[config.mk]
export PLATFORM = sky130hd
export DESIGN_NAME = crc16_packet_deframer
export DESIGN_NICKNAME = d
export VERILOG_FILES = /design/src/rtl/cpd_pkg.sv /design/src/rtl/cpd_parser.sv /design/src/rtl/cpd_out_queue.sv /design/src/rtl/crc16_packet_deframer.sv
export SDC_FILE = /design/constraint.sdc
export NUM_CORES = 1
export LEC_CHECK = 0
export BUFFER_PORTS_ARGS = -buffer_cell sky130_fd_sc_hd__buf_2
export CELL_PAD_IN_SITES_DETAIL_PLACEMENT = 0
export CELL_PAD_IN_SITES_GLOBAL_PLACEMENT = 1
export CORE_AREA = 3 3 172 174
export CTS_BUF_LIST = sky130_fd_sc_hd__clkbuf_8
export DETAILED_ROUTE_END_ITERATION = 8
export DIE_AREA = 0 0 175 177
export GPL_ROUTABILITY_DRIVEN = 0
export PLACE_DENSITY_LB_ADDON = 0.1
export RECOVER_POWER = 100
export SLEW_MARGIN = 15
export SYNTH_ARGS = -nofsm -noshare
export SYNTH_HDL_FRONTEND = slang
export SYNTH_SLANG_ARGS = --single-unit
export TNS_END_PERCENT = 100
[constraint.sdc]
create_clock -name clk -period 11.95 [get_ports clk]
set_input_delay 1.195 -clock clk [delete_from_list [all_inputs] [get_ports clk]]
set_output_delay 1.195 -clock clk [all_outputs]
set_load 0.01 [all_outputs]
[src/rtl/cpd_pkg.sv]
// ----------------------------------------------------------------------------
// cpd_pkg
// Shared types, codes and the CRC-16/XMODEM byte update for the packet
// deframer.
// ----------------------------------------------------------------------------
package cpd_pkg;

  localparam logic [15:0] CRC_POLY   = 16'h1021;
  localparam int          QUEUE_DEPTH = 4;
  localparam int          QPTR_W      = $clog2(QUEUE_DEPTH);
  localparam int          QCNT_W      = $clog2(QUEUE_DEPTH + 1);

  // Header byte positions; bytes 0 and 1 are start bytes and are not checked.
  localparam logic [2:0] HDR_FIRST   = 3'd0;
  localparam logic [2:0] HDR_CTRL    = 3'd2;
  localparam logic [2:0] HDR_LEN_LO  = 3'd3;
  localparam logic [2:0] HDR_LEN_HI  = 3'd4;
  localparam logic [2:0] HDR_SEQ_LO  = 3'd5;
  localparam logic [2:0] HDR_SEQ_HI  = 3'd6;
  localparam logic [2:0] HDR_LAST    = 3'd7;

  typedef enum logic [1:0] {
    PH_HEADER  = 2'd0,
    PH_PAYLOAD = 2'd1,
    PH_CRC     = 2'd2
  } phase_t;

  typedef enum logic [1:0] {
    KIND_PAYLOAD = 2'd0,
    KIND_STATUS  = 2'd1,
    KIND_TRUNC   = 2'd2
  } kind_t;

  typedef struct packed {
    logic [7:0] rx_byte;
    logic       datagram_end;
  } in_item_t;

  typedef struct packed {
    kind_t       out_kind;
    logic [7:0]  payload_byte;
    logic [7:0]  ctrl_field;
    logic [15:0] seq_number;
    logic [7:0]  cmd_code;
    logic [15:0] payload_length;
    logic        crc_match;
  } out_item_t;

  // Results produced by one accepted byte, first result in item0.
  typedef struct packed {
    logic [1:0] count;
    out_item_t  item0;
    out_item_t  item1;
  } push_t;

  function automatic logic [15:0] crc_update(input logic [15:0] crc, input logic [7:0] b);
    logic [15:0] c;
    c = crc ^ {b, 8'h00};
    for (int i = 0; i < 8; i++) begin
      if (c[15]) begin
        c = {c[14:0], 1'b0} ^ CRC_POLY;
      end else begin
        c = {c[14:0], 1'b0};
      end
    end
    return c;
  endfunction

endpackage

[src/rtl/cpd_parser.sv]
// ----------------------------------------------------------------------------
// cpd_parser
// Frame state machine: captures the header, runs the CRC and produces up to
// two results for each accepted byte.
// ----------------------------------------------------------------------------
module cpd_parser (
  input  logic              clk,
  input  logic              rst_n,
  input  logic              accept,
  input  cpd_pkg::in_item_t in_item,
  output cpd_pkg::push_t    push
);

  cpd_pkg::phase_t phase_r, phase_nxt;
  logic [2:0]      idx_r, idx_nxt;
  logic [7:0]      ctrl_r, ctrl_nxt;
  logic [15:0]     len_r, len_nxt;
  logic [15:0]     seq_r, seq_nxt;
  logic [7:0]      cmd_r, cmd_nxt;
  logic [15:0]     pcount_r, pcount_nxt;
  logic [15:0]     crc_r, crc_nxt;
  logic [7:0]      crc_lo_r, crc_lo_nxt;

  logic [7:0]  b;
  logic [15:0] pcount_inc;
  logic [15:0] crc_base;
  logic        trunc;
  logic        first_valid;
  cpd_pkg::out_item_t first_item, trunc_item;

  assign b          = in_item.rx_byte;
  assign pcount_inc = pcount_r + 16'd1;

  // Next state.
  always_comb begin
    phase_nxt  = phase_r;
    idx_nxt    = idx_r;
    ctrl_nxt   = ctrl_r;
    len_nxt    = len_r;
    seq_nxt    = seq_r;
    cmd_nxt    = cmd_r;
    pcount_nxt = pcount_r;
    crc_nxt    = crc_r;
    crc_lo_nxt = crc_lo_r;
    crc_base   = crc_r;
    trunc      = 1'b0;

    unique case (phase_r)
      cpd_pkg::PH_PAYLOAD: begin
        crc_nxt    = cpd_pkg::crc_update(crc_r, b);
        pcount_nxt = pcount_inc;
        if (pcount_inc >= len_r) begin
          phase_nxt = cpd_pkg::PH_CRC;
          idx_nxt   = cpd_pkg::HDR_FIRST;
        end
      end
      cpd_pkg::PH_CRC: begin
        if (idx_r == cpd_pkg::HDR_FIRST) begin
          crc_lo_nxt = b;
          idx_nxt    = 3'd1;
        end else begin
          phase_nxt  = cpd_pkg::PH_HEADER;
          idx_nxt    = cpd_pkg::HDR_FIRST;
          pcount_nxt = 16'd0;
          crc_nxt    = 16'd0;
          crc_lo_nxt = 8'd0;
        end
      end
      default: begin
        // The first header byte starts a new frame and clears what was held.
        if (idx_r == cpd_pkg::HDR_FIRST) begin
          ctrl_nxt   = 8'd0;
          len_nxt    = 16'd0;
          seq_nxt    = 16'd0;
          cmd_nxt    = 8'd0;
          pcount_nxt = 16'd0;
          crc_base   = 16'd0;
        end
        crc_nxt = cpd_pkg::crc_update(crc_base, b);
        case (idx_r)
          cpd_pkg::HDR_CTRL:   ctrl_nxt = b;
          cpd_pkg::HDR_LEN_LO: len_nxt  = {len_r[15:8], b};
          cpd_pkg::HDR_LEN_HI: len_nxt  = {b, len_r[7:0]};
          cpd_pkg::HDR_SEQ_LO: seq_nxt  = {seq_r[15:8], b};
          cpd_pkg::HDR_SEQ_HI: seq_nxt  = {b, seq_r[7:0]};
          cpd_pkg::HDR_LAST:   cmd_nxt  = b;
          default: ;
        endcase
        if (idx_r == cpd_pkg::HDR_LAST) begin
          idx_nxt    = cpd_pkg::HDR_FIRST;
          pcount_nxt = 16'd0;
          phase_nxt  = (len_r == 16'd0) ? cpd_pkg::PH_CRC : cpd_pkg::PH_PAYLOAD;
        end else begin
          idx_nxt   = idx_r + 3'd1;
          phase_nxt = cpd_pkg::PH_HEADER;
        end
      end
    endcase

    // A datagram that ends anywhere but on a frame boundary truncates the frame.
    if (in_item.datagram_end &&
        !(phase_nxt == cpd_pkg::PH_HEADER && idx_nxt == cpd_pkg::HDR_FIRST)) begin
      trunc      = 1'b1;
      phase_nxt  = cpd_pkg::PH_HEADER;
      idx_nxt    = cpd_pkg::HDR_FIRST;
      pcount_nxt = 16'd0;
      crc_nxt    = 16'd0;
      crc_lo_nxt = 8'd0;
    end
  end

  // Result outputs.
  always_comb begin
    first_valid = 1'b0;
    first_item  = '{out_kind: cpd_pkg::KIND_PAYLOAD, payload_byte: 8'd0,
                    ctrl_field: ctrl_nxt, seq_number: seq_nxt, cmd_code: cmd_nxt,
                    payload_length: len_nxt, crc_match: 1'b0};
    trunc_item  = '{out_kind: cpd_pkg::KIND_TRUNC, payload_byte: 8'd0,
                    ctrl_field: ctrl_nxt, seq_number: seq_nxt, cmd_code: cmd_nxt,
                    payload_length: len_nxt, crc_match: 1'b0};
    unique case (phase_r)
      cpd_pkg::PH_PAYLOAD: begin
        first_valid             = 1'b1;
        first_item.payload_byte = b;
      end
      cpd_pkg::PH_CRC: begin
        if (idx_r != cpd_pkg::HDR_FIRST) begin
          first_valid          = 1'b1;
          first_item.out_kind  = cpd_pkg::KIND_STATUS;
          first_item.crc_match = ({b, crc_lo_r} == crc_r);
        end
      end
      default: ;
    endcase

    push.count = 2'd0;
    push.item0 = first_valid ? first_item : trunc_item;
    push.item1 = trunc_item;
    if (accept) begin
      push.count = {1'b0, first_valid} + {1'b0, trunc};
    end
  end

  always_ff @(posedge clk) begin
    if (!rst_n) begin
      phase_r  <= cpd_pkg::PH_HEADER;
      idx_r    <= 3'd0;
      ctrl_r   <= 8'd0;
      len_r    <= 16'd0;
      seq_r    <= 16'd0;
      cmd_r    <= 8'd0;
      pcount_r <= 16'd0;
      crc_r    <= 16'd0;
      crc_lo_r <= 8'd0;
    end else if (accept) begin
      phase_r  <= phase_nxt;
      idx_r    <= idx_nxt;
      ctrl_r   <= ctrl_nxt;
      len_r    <= len_nxt;
      seq_r    <= seq_nxt;
      cmd_r    <= cmd_nxt;
      pcount_r <= pcount_nxt;
      crc_r    <= crc_nxt;
      crc_lo_r <= crc_lo_nxt;
    end
  end

endmodule

[src/rtl/cpd_out_queue.sv]
// ----------------------------------------------------------------------------
// cpd_out_queue
// Small result queue that takes zero, one or two results per cycle and hands
// out one per cycle on a valid/ready channel.
// ----------------------------------------------------------------------------
module cpd_out_queue (
  input  logic               clk,
  input  logic               rst_n,
  input  cpd_pkg::push_t     push,
  output logic               space_two,
  output logic               out_valid,
  input  logic               out_ready,
  output cpd_pkg::out_item_t out_data
);

  cpd_pkg::out_item_t              mem [cpd_pkg::QUEUE_DEPTH];
  logic [cpd_pkg::QPTR_W-1:0]      wr_ptr_r, wr_ptr_nxt;
  logic [cpd_pkg::QPTR_W-1:0]      rd_ptr_r, rd_ptr_nxt;
  logic [cpd_pkg::QCNT_W-1:0]      count_r, count_nxt;
  logic [cpd_pkg::QPTR_W-1:0]      wr_ptr_p1;
  logic                            pop;

  assign pop       = out_valid && out_ready;
  assign out_valid = (count_r != '0);
  assign out_data  = mem[rd_ptr_r];
  assign space_two = (count_r <= cpd_pkg::QCNT_W'(cpd_pkg::QUEUE_DEPTH - 2));
  assign wr_ptr_p1 = wr_ptr_r + cpd_pkg::QPTR_W'(1);

  always_comb begin
    wr_ptr_nxt = wr_ptr_r + cpd_pkg::QPTR_W'(push.count);
    rd_ptr_nxt = rd_ptr_r + cpd_pkg::QPTR_W'(pop);
    count_nxt  = count_r + cpd_pkg::QCNT_W'(push.count) - cpd_pkg::QCNT_W'(pop);
  end

  always_ff @(posedge clk) begin
    if (push.count != 2'd0) begin
      mem[wr_ptr_r] <= push.item0;
    end
    if (push.count == 2'd2) begin
      mem[wr_ptr_p1] <= push.item1;
    end
  end

  always_ff @(posedge clk) begin
    if (!rst_n) begin
      wr_ptr_r <= '0;
      rd_ptr_r <= '0;
      count_r  <= '0;
    end else begin
      wr_ptr_r <= wr_ptr_nxt;
      rd_ptr_r <= rd_ptr_nxt;
      count_r  <= count_nxt;
    end
  end

endmodule

[src/rtl/crc16_packet_deframer.sv]
// ----------------------------------------------------------------------------
// crc16_packet_deframer
// Splits received datagrams into length-framed packets with a CRC-16/XMODEM
// trailer, emitting payload bytes, frame status and truncation results.
// ----------------------------------------------------------------------------
// One received byte is taken per clock. The parser handles each byte in the
// cycle it is accepted and writes its results into a four-word output queue;
// a result word can be read out the cycle after its byte was accepted. Most
// bytes make zero or one result word, so with the output side always ready the
// block runs at one byte per cycle. A payload byte that also ends its datagram
// mid-frame makes two words, a payload word and a truncation word, and the
// single output port hands them out in turn. in_ready is high whenever the
// queue has room for two words, so backpressure on the output side holds the
// input off only once the queue is nearly full.
module crc16_packet_deframer (
  input  logic               clk,
  input  logic               rst_n,
  input  logic               in_valid,
  output logic               in_ready,
  input  cpd_pkg::in_item_t  in_data,
  output logic               out_valid,
  input  logic               out_ready,
  output cpd_pkg::out_item_t out_data
);

  logic           accept;
  cpd_pkg::push_t push;

  assign accept = in_valid && in_ready;

  cpd_parser u_parser (
    .clk     (clk),
    .rst_n   (rst_n),
    .accept  (accept),
    .in_item (in_data),
    .push    (push)
  );

  cpd_out_queue u_queue (
    .clk       (clk),
    .rst_n     (rst_n),
    .push      (push),
    .space_two (in_ready),
    .out_valid (out_valid),
    .out_ready (out_ready),
    .out_data  (out_data)
  );

endmodule
Yosys cells after proc, flatten, opt, wreduce, memory -nomap -nowiden
Memories as Yosys holds them, arrays and structs flattened. A register that Yosys moved wholly into a read port is not among the register bits.
Index checks and enable logic that the tools add are counted.

storage, ports and cells
  memories kept = 1
  input bits = 13
  register bits after elaboration = 100
  bits in writable memories = 236

memory list
  name         words  bits a word  read ports  clocked after memory_dff  wr ports  line                 RTL
  u_queue.mem  4      59           1           1                         2         cpd_out_queue.sv:16  cpd_pkg::out_item_t mem [cpd_pkg::QUEUE_DEPTH];

cells by class
  magnitude comparators = 2
  multiplexer cells = 80
  add/subtract/negate cells = 8
  reduce and logical (&&, ||, !) cells = 18
  bitwise logic cells = 18
  equality and inequality tests = 11

operator list
  operator                 count
  $mux W16                 25
  $mux W13                 16
  $pmux W16 S2             4
  $mux W8                  10
  $mux W59                 1
  $not A3 Y3               16
  $xor A16 B16 Y16         2
  $add A16 B1 Y16 const B  1
  $eq A16 B16 Y1           1
  $ge A16 B16 Y1           1
  $logic_not A16 Y1        1
  $mux W2                  8
  $eq A3 B3 Y1 const B     4
  $mux W1                  10
  $mux W3                  3
  $eq A3 B2 Y1 const B     2
  $logic_not A3 Y1         2
  $pmux W3 S2              1
  $reduce_bool A3 Y1       2
  $reduce_bool A5 Y1       1
  $eq A2 B2 Y1 const B     2
  $logic_and A1 B1 Y1      4
  $pmux W2 S2              1
  $reduce_and A2 Y1        2
  other kinds (16)         17

Depth between registers and ports, before layout
Gate-level depths: netlist (run 1).

  depth after elaboration = 29
  mapped depth = 24

Modules after synthesis
Synthesis (run 1) repeated with hierarchy kept, for this count alone.

second synthesis, totals
  cells, all modules = 1396
  area total of the unflattened synthesis = 18178.7 um^2

modules (own cells, without submodules)
  module                 times used  cells an instance  sequential area each (um^2)  area an instance (um^2)
  cpd_out_queue          1           617                7226.9                       11805.1
  cpd_parser             1           778                1861.8                       6367.4
  crc16_packet_deframer  1           1                  0.0                          6.3

Worst setup path after synthesis (run 1)
Ideal clock, no wire load.

  path kind = register -> register
  start = register u_parser.pcount_r[0]
  end = memory u_queue.mem[3][10] (netlist name) (enable)
  clock period less this slack = 6283 ps
  stages on the path, launching flop included = 24
  required time = 11477 ps
  library setup time = 473 ps
  arrival = 5810 ps
  path buffers = 3
  path slack = 5667 ps
  path through = dfxtp_1 ha_1 and3_1 and3_1 and3_1 and3_1 clkbuf_1 nand3_1 xnor2_1 ha_1 nand4_1 nor3_1 or4_1 a2111o_1 a32oi_4 inv_2 ha_1 o211ai_1 nand2_1 o21a_1 nand2_1 clkbuf_1 clkbuf_1 inv_1

RTL lines
  item                    line                 RTL
  from (decl)             cpd_parser.sv:20     logic [15:0] pcount_r, pcount_nxt;
  from (signal assigned)  cpd_parser.sv:162    pcount_r <= pcount_nxt;
  to (decl)               cpd_out_queue.sv:16

==> results of run 1 <==
-- power by group through the flow --
stage,clock (mW),sequential [mW],combinational (mW)
detailed placement,0,1.41,0.658
global placement,0,1.41,0.652
global route,0.966,1.40,0.701
floorplan,0,1.37,0.487
CTS,0.913,1.39,0.661
finish,0.890,1.39,0.642
-- path summary, 6_finish.rpt --
check,endpoint,start,slack [ns],cells after the start
setup / recovery,u_queue.mem[2][24],u_parser.pcount_r[0],3.11,21
setup reg to reg,u_queue.mem[2][24],u_parser.pcount_r[0],3.11,21
hold / removal,u_queue.mem[1][51],u_queue.mem[1][51],0.45,2
hold reg to reg,u_queue.mem[1][51],u_queue.mem[1][51],0.45,2
-- critical path: cells and delay by family (launching register included) --
kind            cells  cell delay (ns)
compound gates      4             2.22
xor+xnor            1             0.22
flops               1             0.40
simple gates       10             2.96
fa+ha+maj           3             0.99
buf+inv             3             1.62
-- synthesized netlist by cell type (2+ instances only) --
master / count
a2111o_1: 2
a211o_1: 2
a211oi_1: 58
a21o_1: 3
a21oi_1: 16
a22o_1: 7
a22oi_1: 24
a2bb2oi_1: 2
a31oi_1: 3
a32o_1: 8
a32oi_1: 36
and2_1: 11
and3_1: 7
buf_1: 13
clkbuf_1: 83
dfxtp_1: 144
edfxtp_1: 192
ha_1: 31
inv_1: 55
mux2i_1: 8
mux4_2: 59
nand2_1: 75
nand2b_1: 6
nand3_1: 15
nand4_1: 8
nor2_1: 280
nor2b_1: 6
nor3_1: 8
nor4_1: 8
o21a_1: 3
o21ai_0: 40
o21ai_1: 5
o22ai_1: 6
o22ai_2: 8
o2bb2ai_1: 15
o32ai_1: 3
or3_1: 2
xnor2_1: 48
xor2_1: 24
-- flip-flops by register name, summed over array words and instances (netlist names) --
register and flops:
u_queue.mem 236, u_parser.crc_r 16, u_parser.len_r 16, u_parser.pcount_r 16, u_parser.seq_r 16, u_parser.cmd_r 8, u_parser.crc_lo_r 8, u_parser.ctrl_r 8
u_parser.idx_r 3, u_queue.count_r 3, u_parser.phase_r 2, u_queue.rd_ptr_r 2, u_queue.wr_ptr_r 2
-- cell type report --
cell class / count / area [um^2] / share of cell area, %
inverters: 57 / 214 / 1.27
clock buffers: 58 / 798 / 4.74
repair buffers: 88 / 394 / 2.34
multi-input cells: 855 / 6140 / 36.5
flip-flops and latches: 336 / 8650 / 51.3
clock inverters: 43 / 179 / 1.06
well taps: 378 / 473 / 2.81
-- kinds of logic (layout without fill, tap and decap cells) --
logic type                 count (synthesis)  in the layout
and+or+nand+nor                          432            432
DFF                                      336            336
AOI/OAI and AO/OA                        252            252
buffers and inverters                    155            246
xor gates and xnor gates                  72             72
muxes                                     67             67
adders and majority gates                 32             32
-- per-layer routing --
metal	routed length, um	share of wire (%)	vias up
met2	18200	48	305
met4	1120	3.0	0
li1	-	-	5038
met3	2290	6.1	78
met5	0	0	-
met1	16200	43	5253
-- metrics by stage --
step	hold WS (ns)	cells	setup WS (ns)	instance area (um^2)	utilization, %
after floorplan	0.420	1346	5.67	15400	-
after global placement	0.428	1714	4.78	16000	57.3
after detailed placement	0.442	1714	4.58	16000	57.3
after CTS	0.451	1815	4.54	17000	60.8
after global routing	0.478	1815	2.29	16900	60.3
final	0.449	1815	3.11	16900	60.3
==> summary.md, run 1 <==
| Metric | Value |
|---|---|
| Outcome | `finished, violations left` |
| Violated checks | `max-capacitance violations, max-slew violations` |
| Number of antenna violations at the first check in global routing | `0` |
| Reg power frac | `between 40% and 50%` |
| Number of I/O port buffers | `73` |
| First-pass GRT wire length | `slightly above 60 mm` |
| Post-cts sizing count | `0` |
| Crit path top cell by count | `and3_1` |
| Post-detail-place hpwl | `~23 mm` |
| Worst-Margin Slew | `about 4 ns` |
| CTS Sinks | `about 340` |
| Post-DRT Antenna Nets | `0` |
| GR peak layer | `met2` |
| Average size of a mapped cell | `between 10 and 15 um^2` |
| Total Power | `roughly 2.9 mW` |
| Crit path max fanout | `27` |
| DRC Markers | `0` |
| Hold buffers post-CTS | `0` |
| RSZ-0062 raised after global routing | `false` |
| Fillcell total | `between 2000 and 2500` |
| Vias per inst | `between 5 and 6` |
| Largest net degree at the start of global routing | `100` |
| Avg WL per Cell | `20.8 um` |
| Die area | `roughly 0.031 mm^2` |
| Max-slew violation count | `roughly 170` |
| Grt ovf | `0` |
| Synthesis warning total | `0` |
| Core area | `0.0279 mm^2` |
| Post-synth top area share | `37.5%` |
| Internal power | `2.02 mW` |
| Ys flop type | `edfxtp_1` |
| Crit path DAT | `9.06 ns` |
| Compound-Gate Fraction of Synth Area | `12.4%` |
| CP required | `12.17 ns` |
| Worst-Skew Late Latency | `around 0.59 ns` |
| Slowest cell delay on critical path | `1.55 ns` |
| Clock slew at reported path FFs | `about 0.06 ns` |
| CTS tree | `built` |
| GRT Total Usage | `around a quarter` |
| Fraction of layout instances using a drive strength above 1 | `a little under an eighth` |
| P_sw | `0.898 mW` |
| Met2 Use GR | `about two fifths` |
| H-tree depth | `2` |
| Via count | `about 11000` |
| Crit Path Category | `reg -> reg` |
| Syn nets | `1391` |
| Distinct cell type count after synthesis | `61` |
| Synthesis-to-finish area growth | `9.58%` |
| Pwr/cell area | `173 mW/mm^2` |
| Drt initial violations | `approximately 850` |
| Syn Inst Count | `1346` |
| Synth Area in Adders | `under 10%` |
| Peak supply drop | `0.0913 mV` |
| Synth Area in XOR/XNOR | `4.10%` |
| Comb pwr share | `a little over a fifth` |
| Global Route met3 Usage | `around 4.5%` |
| Total Neg Setup Slack | `0 ns` |
| CP max stage cell | `a32oi_1` |
| Post-synthesis register bit count | `about 340` |
| Clock root cell | `clkbuf_8` |
| Vias in the first global route | `approximately 11000` |
| Die H | `between 150 and 200 um` |
| Die W | `between 150 and 200 um` |
| CP Capture Type | `register` |
| Leak | `about 5.5 nW` |
| IO Pins | `74` |
| Clock share of power | `a little under a third` |
| Skew final | `~0.029 ns` |
| Commonest cells after routing, fill and taps aside | `nor2_1, edfxtp_1, dfxtp_1, inv_1, nand2_1` |
| CTS Buffer Depth | `3` |
| Post-Syn Area | `around 0.015 mm^2` |
| Final wirelength | `~38 mm` |
| Startpoint Class | `register` |
| Cell Chain, Critical Path | `ha_1 > and3_1 > and3_1 > and3_1 > and3_1 > nand3_1 > xnor2_1 > ha_1 > nand4_1 > nor3_1 > or4_1 > a2111o_1 > a32oi_1 > inv_1 > ha_1 > o211ai_1 > nand2b_1 > nor2_1 > a21oi_4 > inv_1 > buf_4` |
| Top post-synthesis cells by area | `edfxtp_1, dfxtp_1, mux4_2` |
| Final setup vio count | `0` |
| Multiplexer area fraction after synthesis | `under 10%` |
| M1 GR Usage | `roughly 33%` |
| Simple-Gate Fraction of Synth Area | `11.6%` |
| Diode count | `0` |
| Slew HR | `-169%` |
| Fraction of registers with async set/reset | `0%` |
| Fin. Hold Viols | `0` |
| Period minus WS final | `between 8 and 9 ns` |
| Commonest non-fill, non-tap cell in the layout | `nor2_1` |
| Cell taking the most area after synthesis | `edfxtp_1` |
| Largest family of logic cells by synthesized area | `compound AO/OA/AOI/OAI gates` |
| Setup bufs post-CTS | `0` |
| Initial DRT Pass Iterations | `5` |
| EDFF count, synth | `roughly 190` |
| Sw Share | `between 30% and 40%` |
| Fin crit share | `~74%` |
| Total of max-cap violations | `4` |
| Post-synthesis sequential area ratio | `between 50% and 60%` |
| # nets final | `~1400` |
| Maximum clock rate | `0.113 GHz` |
| Starting density of the core | `a little under three fifths` |
| Row count | `61` |
| CTS buffer count | `54` |
| Hold Crit Class | `reg -> reg` |
No activity file was read; power rests on OpenSTA's default activity.
==> run 2, diff against run 1 <==
Settings changed: ABC_AREA set to 1, CORE_AREA 3 3 172 174 to 3 3 197 199, DIE_AREA 0 0 175 177 to 0 0 200 202.
Clock period 11.95 ns to 7.95 ns, I/O delays scaled along.
==> run 2 against run 1 <==
Effect of this change: setup slack worse by 2.1 ns; die area is 30% higher; utilization is 13 points lower; first-iteration DRC count is 13% higher; global-route usage is 2.2 points lower; the flow still finishes with violations (max-capacitance violations, max-slew violations); largest cell class unchanged; combinational power is 120% higher; highest routed layer unchanged; clock power is 64% higher.
==> summary.md, run 2 <==
| Metric | Value |
|---|---|
| Reg area | `~0.0086 mm^2` |
| Final wirelength | `45.9 mm` |
| Comb pwr share | `between 20% and 30%` |
| Reg power frac | `between 40% and 50%` |
| Synthesis warning total | `0` |
| Max-slew violation count | `279` |
| Post-cts sizing count | `0` |
| Number of flip-flops in the largest register | `between 200 and 250` |
| Post-synth top area share | `between 30% and 40%` |
| Leak | `slightly below 7 nW` |
| CP required | `8.16 ns` |
| IO Pins | `74` |
| Post-DRT Antenna Nets | `0` |
| Post-Layout Cell Count | `2575` |
| Reg-to-Reg Start | `u_parser.pcount_r[0]` |
| Fin. Hold Viols | `0` |
| Hold Path End | `u_queue.mem[1][55]` |
| CTS Buffer Depth | `3` |
| Ys flop type | `edfxtp_1` |
| Total of max-cap violations | `5` |
| CP Capture Type | `register` |
| RSZ-0062 raised after global routing | `false` |
| Top post-synthesis cells by count | `nor2_1, nand2_1, inv_1` |
| Fillcell total | `~3800` |
| Post-detail-place hpwl | `28.1 mm` |
| Skew final | `between 0.02 and 0.03 ns` |
| Largest register by flop count | `u_queue.mem` |
| Sw Share | `approximately 36%` |
| Clock slew at reported path FFs | `0.06 ns` |
| Starting density of the core | `a little over two fifths` |
| Largest net degree at the start of global routing | `around 110` |
| Syn nets | `between 2000 and 2500` |
| First-pass GRT wire length | `around 72 mm` |
| Core area | `around 0.037 mm^2` |
| Vias per inst | `around 5.2` |
| Die H | `202 um` |
| Die W | `200 um` |
| Syn Inst Count | `1975` |
| CTS buffer count | `57` |
| Final setup vio count | `0` |
| Vias in the first global route | `around 13000` |
| Worst-Margin Slew | `3.01 ns` |
| Initial DRT Pass Iterations | `5` |
| Number of antenna violations at the first check in global routing | `0` |
| Final setup margin | `1.05 ns` |
| Top-count cell post-synth | `nor2_1` |
| Number of I/O port buffers | `between 70 and 80` |
| Cell taking the most area after synthesis | `edfxtp_1` |
| Fraction of registers with async set/reset | `0%` |
| # nets final | `2066` |
| Hold Crit Class | `reg -> reg` |
| Fraction of layout instances using a drive strength above 1 | `6.40%` |
| Setup bufs post-CTS | `0` |
| DRC Markers | `0` |
| Commonest cells after routing, fill and taps aside | `nor2_1, nand2_1, inv_1, o21ai_0, edfxtp_1` |
| Hold depth | `2` |
| Reg-to-Reg End | `u_queue.mem[0][15]` |
| Drt initial violations | `approximately 960` |
| Distinct cell type count after synthesis | `42` |
| H-tree depth | `2` |
| Clock root cell | `clkbuf_8` |
| Clock share of power | `29.4%` |
| Placed Instances | `between 2000 and 2500` |
| Internal power | `~3.2 mW` |
| Post-synthesis sequential area ratio | `between 50% and 60%` |
| Startpoint Class | `register` |
| Row count | `between 70 and 80` |
| Area of the multi-input gates | `approximately 0.0062 mm^2` |
| Post-Syn Area | `approximately 0.016 mm^2` |
| EDFF count, synth | `192` |
| Via count | `13404` |
| Hold Startpoint | `u_queue.mem[1][55]` |
| Commonest non-fill, non-tap cell in the layout | `nor2_1` |
| Slew HR | `-101%` |
| Worst-Skew Late Latency | `~0.64 ns` |
| Crit path DAT | `approximately 7 ns` |
| Average size of a mapped cell | `a little over 8 um^2` |
| Violated checks | `max-capacitance violations, max-slew violations` |
| Grt ovf | `0` |
| CTS Sinks | `around 340` |
| P_sw | `1.80 mW` |
| Crit Path Category | `reg -> reg` |
| Diode count | `0` |
| Crit path max fanout | `49` |
| Crit. Startpoint | `u_parser.pcount_r[0]` |
| Peak supply drop | `between 0.1 and 0.15 mV` |
| Reg2reg path depth | `25` |
| Die area | `between 0.04 and 0.05 mm^2` |
| GRT Total Usage | `between 20% and 30%` |
| Post-place setup slack | `1.38 ns` |
| Post-synthesis register bit count | `between 300 and 400` |
| Top post-synthesis cells by area | `edfxtp_1, dfxtp_1, nor2_1` |
| Fin crit share | `between 80% and 90%` |
| Synthesis-to-finish area growth | `10.1%` |
| Avg WL per Cell | `between 15 and 20 um` |
| Pwr/cell area | `around 280 mW/mm^2` |
| Total Neg Setup Slack | `0 ns` |
| CTS tree | `built` |
| Reg-to-reg slack, setup | `approximately 1.1 ns` |
| Maximum clock rate | `between 0.1 and 0.15 GHz` |
| Hold buffers post-CTS | `0` |
| Outcome | `finished, violations left` |
| Period minus WS final | `~6.9 ns` |
-- run 2: layout make-up --
type                    instances  area share (%)
inverters                     253            5.32
flip-flops and latches        336            48.4
clock buffers                  66            5.08
repair buffers                 93            2.32
well taps                     511            3.58
multi-input cells            1280            34.5
clock inverters                36           0.833
-- run 2: power groups by stage --
| stage | registers, mW | clock network (mW) | logic, mW |
|---|---|---|---|
| 4_1_cts | 2.07 | 1.50 | 1.48 |
| 3_5_place_dp | 2.11 | 0 | 1.48 |
| 5_1_grt | 2.09 | 1.58 | 1.61 |
| 2_1_floorplan | 2.06 | 0 | 1.03 |
| 6_report | 2.07 | 1.46 | 1.43 |
| 3_3_place_gp | 2.11 | 0 | 1.47 |
-- run 2: layer usage --
| metal | wire [um] | global-route usage (%) | share of wire, % |
|---|---|---|---|
| met4 | 1320 | 8.08 | 2.9 |
| met2 | 21300 | 36.5 | 46 |
| met1 | 21000 | 31.2 | 46 |
| met5 | 0 | 0 | 0 |
| met3 | 2290 | 3.13 | 5.0 |
-- run 2: cells by family after synthesis --
group                      after synthesis  share of synthesized area (%)
adders and majority gates               32                           2.51
buffers and inverters                  359                           8.63
and+or+nand+nor                        767                           18.7
DFF                                    336                           53.3
AOI/OAI and AO/OA                      444                           14.9
xor gates and xnor gates                37                           2.00
-- run 2: stage by stage --
stage,hold WS (ns),power (mW),area (um^2),util (%)
floorplan,0.423,3.09,16200,-
global placement,0.434,3.57,17000,45.4
detailed placement,0.441,3.59,17000,45.4
CTS,0.438,5.06,18000,48.2
global route,0.474,5.29,17900,47.8
finish,0.454,4.96,17900,47.8
-- run 2: worst max-delay path by stage --
stage / end / slack [ns]
after floorplan: u_queue.mem[2][29] / 2.24
after global placement: u_queue.mem[0][29] / 1.55
after detailed placement: u_queue.mem[0][29] / 1.38
after CTS: u_queue.mem[0][29] / 1.33
after global routing: u_queue.mem[0][38] / 0.36
final: u_queue.mem[0][15] / 1.05
-- run 2: worst max-delay path: stages, from the launching register on --
cell and delay (ns):
dfxtp_1 0.40, ha_1 0.20, nand2_1 0.06, nor2_1 0.22, nand4_1 0.14, or2_2 0.32
nor3_1 0.32, nand4_1 0.16, xor2_1 0.19, ha_1 0.30, nand2_1 0.06, o21ai_0 0.08
nor2_1 0.22, nand2_1 0.11, nand2_1 0.06, nand2_1 0.05, a21oi_1 0.22, nand3_2 0.14
nand2_4 0.29, inv_1 0.36, ha_1 0.41, inv_1 0.06, a21oi_1 0.27, nand2_1 0.35
nand2_1 0.21, clkbuf_2 1.22
